File: src/rtl/obbc_pkg.sv
package obbc_pkg;

   localparam int OPERAND_BITS = 8;
   localparam int DATA_W = 8;
   localparam int ENTRY_BIT_W = 3;
   localparam int OP_W = 3;
   localparam int OP_COUNT = 6;
   localparam int IDX_W = $clog2(OPERAND_BITS + 1);
   localparam int STEP_CNT_W = $clog2(DATA_W);

   localparam int QUEUE_DEPTH = 2;
   localparam int QPTR_W = $clog2(QUEUE_DEPTH);
   localparam int QCNT_W = $clog2(QUEUE_DEPTH + 1);

   localparam int CSR_ADDR_W = 3;
   localparam int CSR_DATA_W = 32;

   localparam logic [DATA_W-1:0] LONG_PRESS_RESET = 8'd42;
   localparam logic [DATA_W-1:0] BLINK_PERIOD_RESET = 8'd72;

   typedef enum logic [0:0] {
      CSR_LONG_PRESS   = 1'b0,
      CSR_BLINK_PERIOD = 1'b1
   } csr_index_type;

   typedef enum logic [1:0] {
      PH_WAIT,
      PH_HOLD,
      PH_RELEASE
   } phase_type;

   typedef enum logic [1:0] {
      EV_NONE,
      EV_SHORT,
      EV_LONG
   } event_type;

   typedef enum logic [OP_W-1:0] {
      OP_ADD = 3'd0,
      OP_SUB = 3'd1,
      OP_MUL = 3'd2,
      OP_DIV = 3'd3,
      OP_AND = 3'd4,
      OP_OR  = 3'd5
   } op_type;

   typedef enum logic {
      BACK_IDLE,
      BACK_CALC
   } back_state_type;

   typedef struct packed {
      logic start;
      logic is_div;
   } alu_req_type;

   typedef struct packed {
      logic              done;
      logic [DATA_W-1:0] result;
   } alu_rsp_type;

endpackage

File: src/rtl/obbc_front.sv
module obbc_front
   import obbc_pkg::*;
(
   input  logic              clock,
   input  logic              reset,
   input  logic              req_valid,
   input  logic              req_button_down,
   output logic              req_stall,
   input  logic [DATA_W-1:0] long_press_frames,
   input  logic              q_full,
   output logic              push,
   output event_type         push_event
);

   phase_type         phase_ff, phase_in;
   logic [DATA_W-1:0] hold_ff, hold_in;
   logic [DATA_W-1:0] hold_next;
   logic [DATA_W-1:0] limit;
   logic              accept;

   assign accept    = req_valid && !q_full;
   assign req_stall = q_full;
   assign push      = accept;
   assign limit     = (long_press_frames == '0) ? DATA_W'(1) : long_press_frames;
   assign hold_next = hold_ff + DATA_W'(1);

   always_comb begin
      phase_in = phase_ff;
      unique case (phase_ff)
         PH_WAIT: begin
            if (req_button_down) phase_in = PH_HOLD;
         end
         PH_HOLD: begin
            if (!req_button_down) phase_in = PH_WAIT;
            else if (hold_next >= limit) phase_in = PH_RELEASE;
         end
         PH_RELEASE: begin
            if (!req_button_down) phase_in = PH_WAIT;
         end
         default: phase_in = PH_WAIT;
      endcase
   end

   always_comb begin
      push_event = EV_NONE;
      hold_in    = hold_ff;
      unique case (phase_ff)
         PH_WAIT: begin
            if (req_button_down) hold_in = '0;
         end
         PH_HOLD: begin
            if (!req_button_down) begin
               push_event = EV_SHORT;
            end else begin
               hold_in = hold_next;
               if (hold_next >= limit) push_event = EV_LONG;
            end
         end
         PH_RELEASE: begin
            push_event = EV_NONE;
         end
         default: push_event = EV_NONE;
      endcase
   end

   always_ff @(posedge clock) begin
      if (reset) begin
         phase_ff <= PH_WAIT;
         hold_ff  <= '0;
      end else if (accept) begin
         phase_ff <= phase_in;
         hold_ff  <= hold_in;
      end
   end

endmodule

File: src/rtl/obbc_queue.sv
module obbc_queue
   import obbc_pkg::*;
(
   input  logic      clock,
   input  logic      reset,
   input  logic      push,
   input  event_type push_event,
   input  logic      pop,
   output logic      full,
   output logic      empty,
   output event_type head
);

   event_type          entries_ff [QUEUE_DEPTH];
   logic [QPTR_W-1:0]  wr_ptr_ff, wr_ptr_in;
   logic [QPTR_W-1:0]  rd_ptr_ff, rd_ptr_in;
   logic [QCNT_W-1:0]  count_ff, count_in;

   assign full  = (count_ff == QCNT_W'(QUEUE_DEPTH));
   assign empty = (count_ff == '0);
   assign head  = entries_ff[rd_ptr_ff];

   always_comb begin
      wr_ptr_in = wr_ptr_ff;
      rd_ptr_in = rd_ptr_ff;
      count_in  = count_ff;
      if (push) begin
         wr_ptr_in = (wr_ptr_ff == QPTR_W'(QUEUE_DEPTH - 1)) ? '0 : wr_ptr_ff + QPTR_W'(1);
      end
      if (pop) begin
         rd_ptr_in = (rd_ptr_ff == QPTR_W'(QUEUE_DEPTH - 1)) ? '0 : rd_ptr_ff + QPTR_W'(1);
      end
      if (push && !pop) count_in = count_ff + QCNT_W'(1);
      else if (pop && !push) count_in = count_ff - QCNT_W'(1);
   end

   always_ff @(posedge clock) begin
      if (push) entries_ff[wr_ptr_ff] <= push_event;
   end

   always_ff @(posedge clock) begin
      if (reset) begin
         wr_ptr_ff <= '0;
         rd_ptr_ff <= '0;
         count_ff  <= '0;
      end else begin
         wr_ptr_ff <= wr_ptr_in;
         rd_ptr_ff <= rd_ptr_in;
         count_ff  <= count_in;
      end
   end

endmodule

File: src/rtl/obbc_alu.sv
module obbc_alu
   import obbc_pkg::*;
(
   input  logic              clock,
   input  logic              reset,
   input  alu_req_type       req,
   input  logic [DATA_W-1:0] a,
   input  logic [DATA_W-1:0] b,
   output alu_rsp_type       rsp
);

   logic                  busy_ff, busy_in;
   logic [STEP_CNT_W-1:0] cnt_ff, cnt_in;
   logic                  is_div_ff, is_div_in;
   logic                  neg_ff, neg_in;
   logic [DATA_W-1:0]     x_ff, x_in;
   logic [DATA_W-1:0]     y_ff, y_in;
   logic [DATA_W-1:0]     p_ff, p_in;

   logic [DATA_W-1:0]     p_mstep, x_mstep, y_mstep;
   logic [DATA_W:0]       rem_sh, rem_next;
   logic                  ge;
   logic [DATA_W-1:0]     p_dstep, x_dstep;
   logic [DATA_W-1:0]     mag_a, mag_b;
   logic                  last_step;

   // One bit of the multiplier or one quotient bit per cycle.
   assign p_mstep  = y_ff[0] ? p_ff + x_ff : p_ff;
   assign x_mstep  = {x_ff[DATA_W-2:0], 1'b0};
   assign y_mstep  = {1'b0, y_ff[DATA_W-1:1]};

   assign rem_sh   = {p_ff, x_ff[DATA_W-1]};
   assign ge       = (rem_sh >= {1'b0, y_ff});
   assign rem_next = ge ? rem_sh - {1'b0, y_ff} : rem_sh;
   assign p_dstep  = rem_next[DATA_W-1:0];
   assign x_dstep  = {x_ff[DATA_W-2:0], ge};

   assign mag_a    = a[DATA_W-1] ? DATA_W'(-a) : a;
   assign mag_b    = b[DATA_W-1] ? DATA_W'(-b) : b;

   assign last_step  = busy_ff && (cnt_ff == STEP_CNT_W'(DATA_W - 1));
   assign rsp.done   = last_step;
   assign rsp.result = is_div_ff ? (neg_ff ? DATA_W'(-x_dstep) : x_dstep) : p_mstep;

   always_comb begin
      busy_in   = busy_ff;
      cnt_in    = cnt_ff;
      is_div_in = is_div_ff;
      neg_in    = neg_ff;
      x_in      = x_ff;
      y_in      = y_ff;
      p_in      = p_ff;
      if (req.start) begin
         busy_in   = 1'b1;
         cnt_in    = '0;
         is_div_in = req.is_div;
         neg_in    = a[DATA_W-1] ^ b[DATA_W-1];
         x_in      = req.is_div ? mag_a : a;
         y_in      = req.is_div ? mag_b : b;
         p_in      = '0;
      end else if (busy_ff) begin
         cnt_in = cnt_ff + STEP_CNT_W'(1);
         if (last_step) busy_in = 1'b0;
         if (is_div_ff) begin
            x_in = x_dstep;
            p_in = p_dstep;
         end else begin
            x_in = x_mstep;
            y_in = y_mstep;
            p_in = p_mstep;
         end
      end
   end

   always_ff @(posedge clock) begin
      if (reset) begin
         busy_ff <= 1'b0;
         cnt_ff  <= '0;
      end else begin
         busy_ff <= busy_in;
         cnt_ff  <= cnt_in;
      end
   end

   always_ff @(posedge clock) begin
      is_div_ff <= is_div_in;
      neg_ff    <= neg_in;
      x_ff      <= x_in;
      y_ff      <= y_in;
      p_ff      <= p_in;
   end

endmodule

File: src/rtl/obbc_back.sv
module obbc_back
   import obbc_pkg::*;
(
   input  logic                   clock,
   input  logic                   reset,
   input  logic                   q_empty,
   input  event_type              q_head,
   output logic                   q_pop,
   input  logic [DATA_W-1:0]      blink_period_frames,
   output logic                   rsp_valid,
   input  logic                   rsp_stall,
   output logic signed [DATA_W-1:0] rsp_accumulator,
   output logic [DATA_W-1:0]      rsp_operand,
   output logic [ENTRY_BIT_W-1:0] rsp_entry_bit,
   output logic                   rsp_entry_done,
   output logic [OP_W-1:0]        rsp_operation,
   output logic                   rsp_blink
);

   back_state_type    state_ff, state_in;
   logic              rsp_valid_ff, rsp_valid_in;
   logic [DATA_W-1:0] acc_ff, acc_in;
   logic [DATA_W-1:0] operand_ff, operand_in;
   logic [IDX_W-1:0]  idx_ff, idx_in;
   logic              done_ff, done_in;
   op_type            op_ff, op_in;
   logic [DATA_W-1:0] blink_cnt_ff, blink_cnt_in;
   logic              blink_ff, blink_in;

   logic              out_free;
   logic              needs_alu;
   logic              finish;
   logic [DATA_W:0]   blink_next;
   logic [OP_W:0]     op_plus;
   logic [IDX_W-1:0]  idx_plus;
   logic [DATA_W-1:0] direct_acc;
   alu_req_type       alu_req;
   alu_rsp_type       alu_rsp;

   obbc_alu u_alu (
      .clock (clock),
      .reset (reset),
      .req   (alu_req),
      .a     (acc_ff),
      .b     (operand_ff),
      .rsp   (alu_rsp)
   );

   assign out_free   = !(rsp_valid_ff && rsp_stall);
   assign needs_alu  = (q_head == EV_LONG) && done_ff &&
                       ((op_ff == OP_MUL) || ((op_ff == OP_DIV) && (operand_ff != '0)));
   assign finish     = (state_ff == BACK_CALC) && alu_rsp.done;
   assign blink_next = {1'b0, blink_cnt_ff} + (DATA_W + 1)'(1);
   assign op_plus    = {1'b0, op_ff} + (OP_W + 1)'(1);
   assign idx_plus   = idx_ff + IDX_W'(1);

   always_comb begin
      unique case (op_ff)
         OP_ADD:  direct_acc = acc_ff + operand_ff;
         OP_SUB:  direct_acc = acc_ff - operand_ff;
         OP_AND:  direct_acc = acc_ff & operand_ff;
         OP_OR:   direct_acc = acc_ff | operand_ff;
         default: direct_acc = acc_ff;
      endcase
   end

   always_comb begin
      state_in = state_ff;
      unique case (state_ff)
         BACK_IDLE: begin
            if (q_pop && needs_alu) state_in = BACK_CALC;
         end
         BACK_CALC: begin
            if (alu_rsp.done) state_in = BACK_IDLE;
         end
         default: state_in = BACK_IDLE;
      endcase
   end

   always_comb begin
      q_pop          = (state_ff == BACK_IDLE) && !q_empty && out_free;
      alu_req.start  = q_pop && needs_alu;
      alu_req.is_div = (op_ff == OP_DIV);
      rsp_valid_in   = rsp_valid_ff;
      if ((q_pop && !needs_alu) || finish) rsp_valid_in = 1'b1;
      else if (rsp_valid_ff && !rsp_stall) rsp_valid_in = 1'b0;
   end

   always_comb begin
      acc_in       = acc_ff;
      operand_in   = operand_ff;
      idx_in       = idx_ff;
      done_in      = done_ff;
      op_in        = op_ff;
      blink_cnt_in = blink_cnt_ff;
      blink_in     = blink_ff;
      if (q_pop) begin
         if (blink_next >= {1'b0, blink_period_frames}) begin
            blink_cnt_in = '0;
            blink_in     = !blink_ff;
         end else begin
            blink_cnt_in = blink_next[DATA_W-1:0];
         end
         if (q_head != EV_NONE) begin
            if (done_ff) begin
               if (q_head == EV_LONG) begin
                  if (!needs_alu) acc_in = direct_acc;
                  operand_in = '0;
                  done_in    = 1'b0;
               end else begin
                  op_in = (op_plus >= (OP_W + 1)'(OP_COUNT)) ? OP_ADD :
                          op_type'(op_plus[OP_W-1:0]);
               end
            end else begin
               if ((q_head == EV_LONG) && (idx_ff < IDX_W'(DATA_W))) begin
                  operand_in[idx_ff[ENTRY_BIT_W-1:0]] = 1'b1;
               end
               idx_in = idx_plus;
               if (idx_plus >= IDX_W'(OPERAND_BITS)) begin
                  done_in      = 1'b1;
                  idx_in       = '0;
                  blink_in     = 1'b1;
                  blink_cnt_in = DATA_W'(1);
               end
            end
         end
      end
      if (finish) acc_in = alu_rsp.result;
   end

   always_ff @(posedge clock) begin
      if (reset) begin
         state_ff     <= BACK_IDLE;
         rsp_valid_ff <= 1'b0;
         acc_ff       <= '0;
         operand_ff   <= '0;
         idx_ff       <= '0;
         done_ff      <= 1'b0;
         op_ff        <= OP_ADD;
         blink_cnt_ff <= DATA_W'(1);
         blink_ff     <= 1'b1;
      end else begin
         state_ff     <= state_in;
         rsp_valid_ff <= rsp_valid_in;
         acc_ff       <= acc_in;
         operand_ff   <= operand_in;
         idx_ff       <= idx_in;
         done_ff      <= done_in;
         op_ff        <= op_in;
         blink_cnt_ff <= blink_cnt_in;
         blink_ff     <= blink_in;
      end
   end

   assign rsp_valid       = rsp_valid_ff;
   assign rsp_accumulator = acc_ff;
   assign rsp_operand     = operand_ff;
   assign rsp_entry_bit   = idx_ff[ENTRY_BIT_W-1:0];
   assign rsp_entry_done  = done_ff;
   assign rsp_operation   = op_ff;
   assign rsp_blink       = blink_ff;

endmodule

File: src/rtl/one_button_bit_entry_calculator_core.sv
// One-button calculator core, stepped once per display frame.
// Input channel (req_): one item per frame carrying the button level. The
// front end classifies presses as short or long and queues one event per item.
// Result channel (rsp_): exactly one item per input item, in order, showing the
// accumulator, operand, entry position, mode, selected operation and blink flag.
// Configuration: an APB-style port with the long-press frame count at address 0
// and the blink period at address 4; write them only while the block is idle.
// Flow: an item that needs no arithmetic passes through the event queue and then
// the registered rsp_valid, and with no stall such items can follow each other
// in every cycle. A long press in operation mode selecting multiply, or divide by
// a nonzero operand, uses the shared serial unit, which retires one bit per
// cycle; rsp_valid rises when that unit finishes, and the input side keeps
// accepting until the two-entry event queue fills.
// When rsp_stall is high the result item holds and the queue fills, after which
// req_stall rises. Synchronous reset empties the queue, drops rsp_valid, clears
// the calculator state and restores both configuration registers.
module one_button_bit_entry_calculator_core
   import obbc_pkg::*;
(
   input  logic                     clock,
   input  logic                     reset,
   input  logic                     req_valid,
   output logic                     req_stall,
   input  logic                     req_button_down,
   output logic                     rsp_valid,
   input  logic                     rsp_stall,
   output logic signed [DATA_W-1:0] rsp_accumulator,
   output logic [DATA_W-1:0]        rsp_operand,
   output logic [ENTRY_BIT_W-1:0]   rsp_entry_bit,
   output logic                     rsp_entry_done,
   output logic [OP_W-1:0]          rsp_operation,
   output logic                     rsp_blink,
   input  logic                     csr_psel,
   input  logic                     csr_penable,
   input  logic                     csr_pwrite,
   input  logic [CSR_ADDR_W-1:0]    csr_paddr,
   input  logic [CSR_DATA_W-1:0]    csr_pwdata,
   output logic [CSR_DATA_W-1:0]    csr_prdata,
   output logic                     csr_pready
);

   logic [DATA_W-1:0] long_press_ff, long_press_in;
   logic [DATA_W-1:0] blink_period_ff, blink_period_in;
   csr_index_type     csr_index;
   logic              csr_write;

   logic              q_full;
   logic              q_empty;
   logic              q_push;
   logic              q_pop;
   event_type         q_push_event;
   event_type         q_head;

   assign csr_pready = 1'b1;
   assign csr_index  = csr_index_type'(csr_paddr[2]);
   assign csr_write  = csr_psel && csr_penable && csr_pwrite && csr_pready;

   always_comb begin
      long_press_in   = long_press_ff;
      blink_period_in = blink_period_ff;
      if (csr_write) begin
         unique case (csr_index)
            CSR_LONG_PRESS:   long_press_in   = csr_pwdata[DATA_W-1:0];
            CSR_BLINK_PERIOD: blink_period_in = csr_pwdata[DATA_W-1:0];
            default:          long_press_in   = long_press_ff;
         endcase
      end
   end

   always_comb begin
      unique case (csr_index)
         CSR_LONG_PRESS:   csr_prdata = CSR_DATA_W'(long_press_ff);
         CSR_BLINK_PERIOD: csr_prdata = CSR_DATA_W'(blink_period_ff);
         default:          csr_prdata = '0;
      endcase
   end

   always_ff @(posedge clock) begin
      if (reset) begin
         long_press_ff   <= LONG_PRESS_RESET;
         blink_period_ff <= BLINK_PERIOD_RESET;
      end else begin
         long_press_ff   <= long_press_in;
         blink_period_ff <= blink_period_in;
      end
   end

   obbc_front u_front (
      .clock             (clock),
      .reset             (reset),
      .req_valid         (req_valid),
      .req_button_down   (req_button_down),
      .req_stall         (req_stall),
      .long_press_frames (long_press_ff),
      .q_full            (q_full),
      .push              (q_push),
      .push_event        (q_push_event)
   );

   obbc_queue u_queue (
      .clock      (clock),
      .reset      (reset),
      .push       (q_push),
      .push_event (q_push_event),
      .pop        (q_pop),
      .full       (q_full),
      .empty      (q_empty),
      .head       (q_head)
   );

   obbc_back u_back (
      .clock               (clock),
      .reset               (reset),
      .q_empty             (q_empty),
      .q_head              (q_head),
      .q_pop               (q_pop),
      .blink_period_frames (blink_period_ff),
      .rsp_valid           (rsp_valid),
      .rsp_stall           (rsp_stall),
      .rsp_accumulator     (rsp_accumulator),
      .rsp_operand         (rsp_operand),
      .rsp_entry_bit       (rsp_entry_bit),
      .rsp_entry_done      (rsp_entry_done),
      .rsp_operation       (rsp_operation),
      .rsp_blink           (rsp_blink)
   );

endmodule

File: config.mk
export PLATFORM = sky130hd
export DESIGN_NAME = one_button_bit_entry_calculator_core
export DESIGN_NICKNAME = d
export VERILOG_FILES = /design/src/rtl/obbc_pkg.sv /design/src/rtl/obbc_front.sv /design/src/rtl/obbc_queue.sv /design/src/rtl/obbc_alu.sv /design/src/rtl/obbc_back.sv /design/src/rtl/one_button_bit_entry_calculator_core.sv
export SDC_FILE = /design/constraint.sdc
export NUM_CORES = 1
export LEC_CHECK = 0
export BUFFER_PORTS_ARGS = -buffer_cell sky130_fd_sc_hd__buf_2
export CORE_MARGIN = 2
export CORE_UTILIZATION = 40
export CTS_BUF_LIST = sky130_fd_sc_hd__clkbuf_4
export DETAILED_ROUTE_END_ITERATION = 16
export PLACE_DENSITY = 0.56
export SETUP_SLACK_MARGIN = 0.3
export SYNTH_ARGS = -nofsm -noshare
export SYNTH_HDL_FRONTEND = slang
export SYNTH_SLANG_ARGS = --single-unit
File: constraint.sdc
create_clock -name clock -period 4.5 [get_ports clock]
set_input_delay 0.675 -clock clock [delete_from_list [all_inputs] [get_ports clock]]
set_output_delay 0.675 -clock clock [all_outputs]
set_load 0.05 [all_outputs]
==> results.json <==
{
  "status": "completed",
  "critPathKind": "reg2reg",
  "synth_xor_area_share_pct": 5.68,
  "grt_overflow_total": 0,
  "nFillCells": 1798,
  "clockRootBuffer": "clkbuf_4",
  "grt_util_met1_pct": 24.7,
  "most-common-layout-cells": "nor2_1, nand2_1, dfxtp_1",
  "drive_gt1_share_pct": 9.21,
  "post-cts-setup-buffers": 0,
  "cp_data_required_time_ns": 4.82,
  "final_nets": 999,
  "holdPathEnd": "blink_period_ff[6]",
  "end_kind": "flip-flop",
  "busiest_layer": "met2",
  "skew_ns": 0.0174,
  "rsz0062_at_grt": "false",
  "r2r_setup_slack_ns": 1.0,
  "drtAntennaViolNets": 0,
  "final_cell_area_um2": 7500,
  "synth-edff-count": 22,
  "synthCells": 878,
  "htree_levels": 3,
  "maxCapViolCount": 0,
  "cts_buffers": 9,
  "grt_max_degree": 36,
  "place.gp.congestion": 0.859,
  "use_met3_pct": 4.45,
  "io_pins": 102,
  "drc": 0,
  "synth_flop_cell": "dfxtp_1",
  "avgRoutedWirePerCell_um": 15.6,
  "synthSimpleGateAreaFrac_pct": 19.9,
  "antenna_found_initial": 1,
  "grt_use_met2_pct": 32.3,
  "synth_compound_area_share_pct": 20.9,
  "fmax_mhz": 286,
  "setup_viol": 0,
  "worst-path-max-fanout": 20,
  "timing.hold.ws_ns": 0.404,
  "p_leak_nw": 3.22,
  "post_cts_resize_count": 0,
  "setup_tns_ns": 0,
  "slew_viol_final": 0,
  "min_path_cells": 2,
  "die_area_um2": 18800,
  "ir_drop_mv": 0.221,
  "grt_pass1_wl_um": 28200,
  "p_per_area_nw_per_um2": 322,
  "n_antenna_cell": 0,
  "final_cells": 1126,
  "drt-initial-drc-count": 362,
  "drtPass1Iterations": 5,
  "synth_fa_ha_area_share_pct": 10.9,
  "clk_path_buf_depth": 2,
  "syn_to_final_growth_pct": 5.75,
  "setup_ws_ns": 0.999,
  "max_slew.worst_pin.slew_ns": 1.05,
  "startpoint": "u_back.rsp_operation[1]",
  "arrival_ns": 3.82,
  "multi_input_area_um2": 4370,
  "critPathLaunchType": "flip-flop",
  "placed_area_um2": 7370,
  "cts_tree": "done",
  "timing.slew.headroom_pct": 29.1,
  "fin_util_pct": 43.4,
  "syn_area_um2": 7090,
  "vias_per_cell": 5.30,
  "r2r_start": "u_back.rsp_operation[1]",
  "yosysSeqAreaShare_pct": 31.3,
  "timing.rr.end": "u_back.rsp_accumulator[5]",
  "yosys.area.top_type": "dfxtp_1",
  "clk_latency_ns": 0.48,
  "ys_warn_count": 0,
  "hold_viol_final": 0,
  "design.core.area_um2": 17300,
  "portBuffers": 50,
  "ys_seq_elements": 100,
  "die_h_um": 137,
  "r2r_cells": 12,
  "routed_wl_um": 17500,
  "start_util_pct": 41.0,
  "num_vias": 5973,
  "clkSinkCount": 100,
  "grt_pass1_vias": 5549,
  "muxShareOfSynthArea_pct": 2.86,
  "cts-hold-fix-buffers": 0,
  "clk_pin_slew_ns": 0.17,
  "rows": 48,
  "grtUsageTotal_pct": 19.0,
  "place_ws_ns": 1.05,
  "finalCritPeriodShare_pct": 77.8,
  "seq_area_um2": 2220,
  "synth_area_per_cell_um2": 8.08,
  "synth_cell_types": 66,
  "dp.cells": 1110,
  "dpl.hpwl_um": 13100,
  "hold_path_class": "in2reg",
  "synth_top_family_by_area": "compound AO/OA/AOI/OAI gates",
  "hp-start": "csr_pwdata[6]",
  "die_w_um": 137,
  "final_common_cell": "nor2_1",
  "total_power_mw": 2.41,
  "ys_top_cells_by_area": "dfxtp_1, ha_1, edfxtp_1, nor2_1, nand2_1",
  "synth_top_area_share_pct": 22.0,
  "period_needed_ns": 3.50,
  "async_reset_ff_share_pct": 0
}
-- cell usage after synthesis (all sizes together) (4+ instances only) --
library cell and instances:
a211o 8, a211oi 15, a21o 13, a21oi 52, a221o 4, a221oi 10, a22oi 7, a31o 5
a31oi 7, and3 6, buf 37, clkbuf 34, dfxtp 78, edfxtp 22, ha 57, inv 55
mux2i 18, nand2 78, nand2b 19, nand3 26, nand3b 4, nand4 6, nor2 105, nor2b 10
nor3 18, nor3b 5, nor4 5, o211ai 8, o21a 10, o21ai 51, o41ai 4, or3 5
xnor2 26, xor2 20
-- worst max-delay path by stage --
| stage | to | slack (ns) | cells past startpoint |
|---|---|---|---|
| 2_1_floorplan | u_back.rsp_accumulator[6] | 1.13 | 14 |
| 3_3_place_gp | u_back.blink_cnt_ff[4] | 1.03 | 11 |
| 3_5_place_dp | u_back.blink_cnt_ff[4] | 1.05 | 11 |
| 4_1_cts | u_back.blink_cnt_ff[4] | 1.01 | 11 |
| 5_1_grt | u_back.blink_cnt_ff[4] | 0.69 | 11 |
| 6_report | u_back.rsp_accumulator[5] | 1.0 | 12 |
-- kinds of logic after synthesis --
kind of cell	count (synthesis)
compound gates	221
mux	20
xor+xnor	46
fa+ha+maj	60
flops	100
buf+inv	127
simple gates	302
other cells	2
-- metal layers --
metal  vias up  wire, um
li1       3106         -
met1      2760      8370
met2        91      8290
met3        14       690
met4         2       188
met5         -         7
-- registers in the layout, indices dropped and copies added, names as in the netlist, 4 cells and up, named ones only --
register                cells
u_back.blink_cnt_ff         8
u_front.hold_ff             8
u_back.idx_ff               4
u_back.u_alu.y_ff           8
long_press_ff               8
u_back.rsp_accumulator      8
u_queue.entries_ff          4
u_back.u_alu.p_ff           8
blink_period_ff             8
u_back.u_alu.x_ff           8
u_back.rsp_operand          8
-- layout make-up --
| type | count | share of cell area [%] |
|---|---|---|
| Tap cell | 225 | 3.75 |
| Clock inverter | 6 | 0.801 |
| Multi-Input combinational cell | 674 | 58.2 |
| Timing Repair Buffer | 55 | 3.84 |
| Inverter | 56 | 2.80 |
| Sequential cell | 100 | 29.6 |
| Clock buffer | 10 | 1.00 |
-- power breakdown --
group | switching [mW] | total, mW | leakage, nW | internal [mW]
registers | 0.0735 | 1.05 | 0.835 | 0.978
logic | 0.533 | 0.888 | 2.31 | 0.354
clock network | 0.341 | 0.474 | 0.0758 | 0.132
total | 0.948 | 2.41 | 3.22 | 1.46
-- worst max-delay path, cell delays in order, from the launching register on --
cell and delay [ns]:
dfxtp_1 0.43, inv_1 0.13, ha_1 0.61, nor2b_1 0.36
nor2_1 0.11, xnor2_1 0.21, ha_1 0.30, and2_1 0.17
a22o_1 0.22, o21ai_0 0.23, nor3_1 0.07, nor4_1 0.42
a311oi_1 0.07
Note: power is estimated with default switching activity, not from simulation.
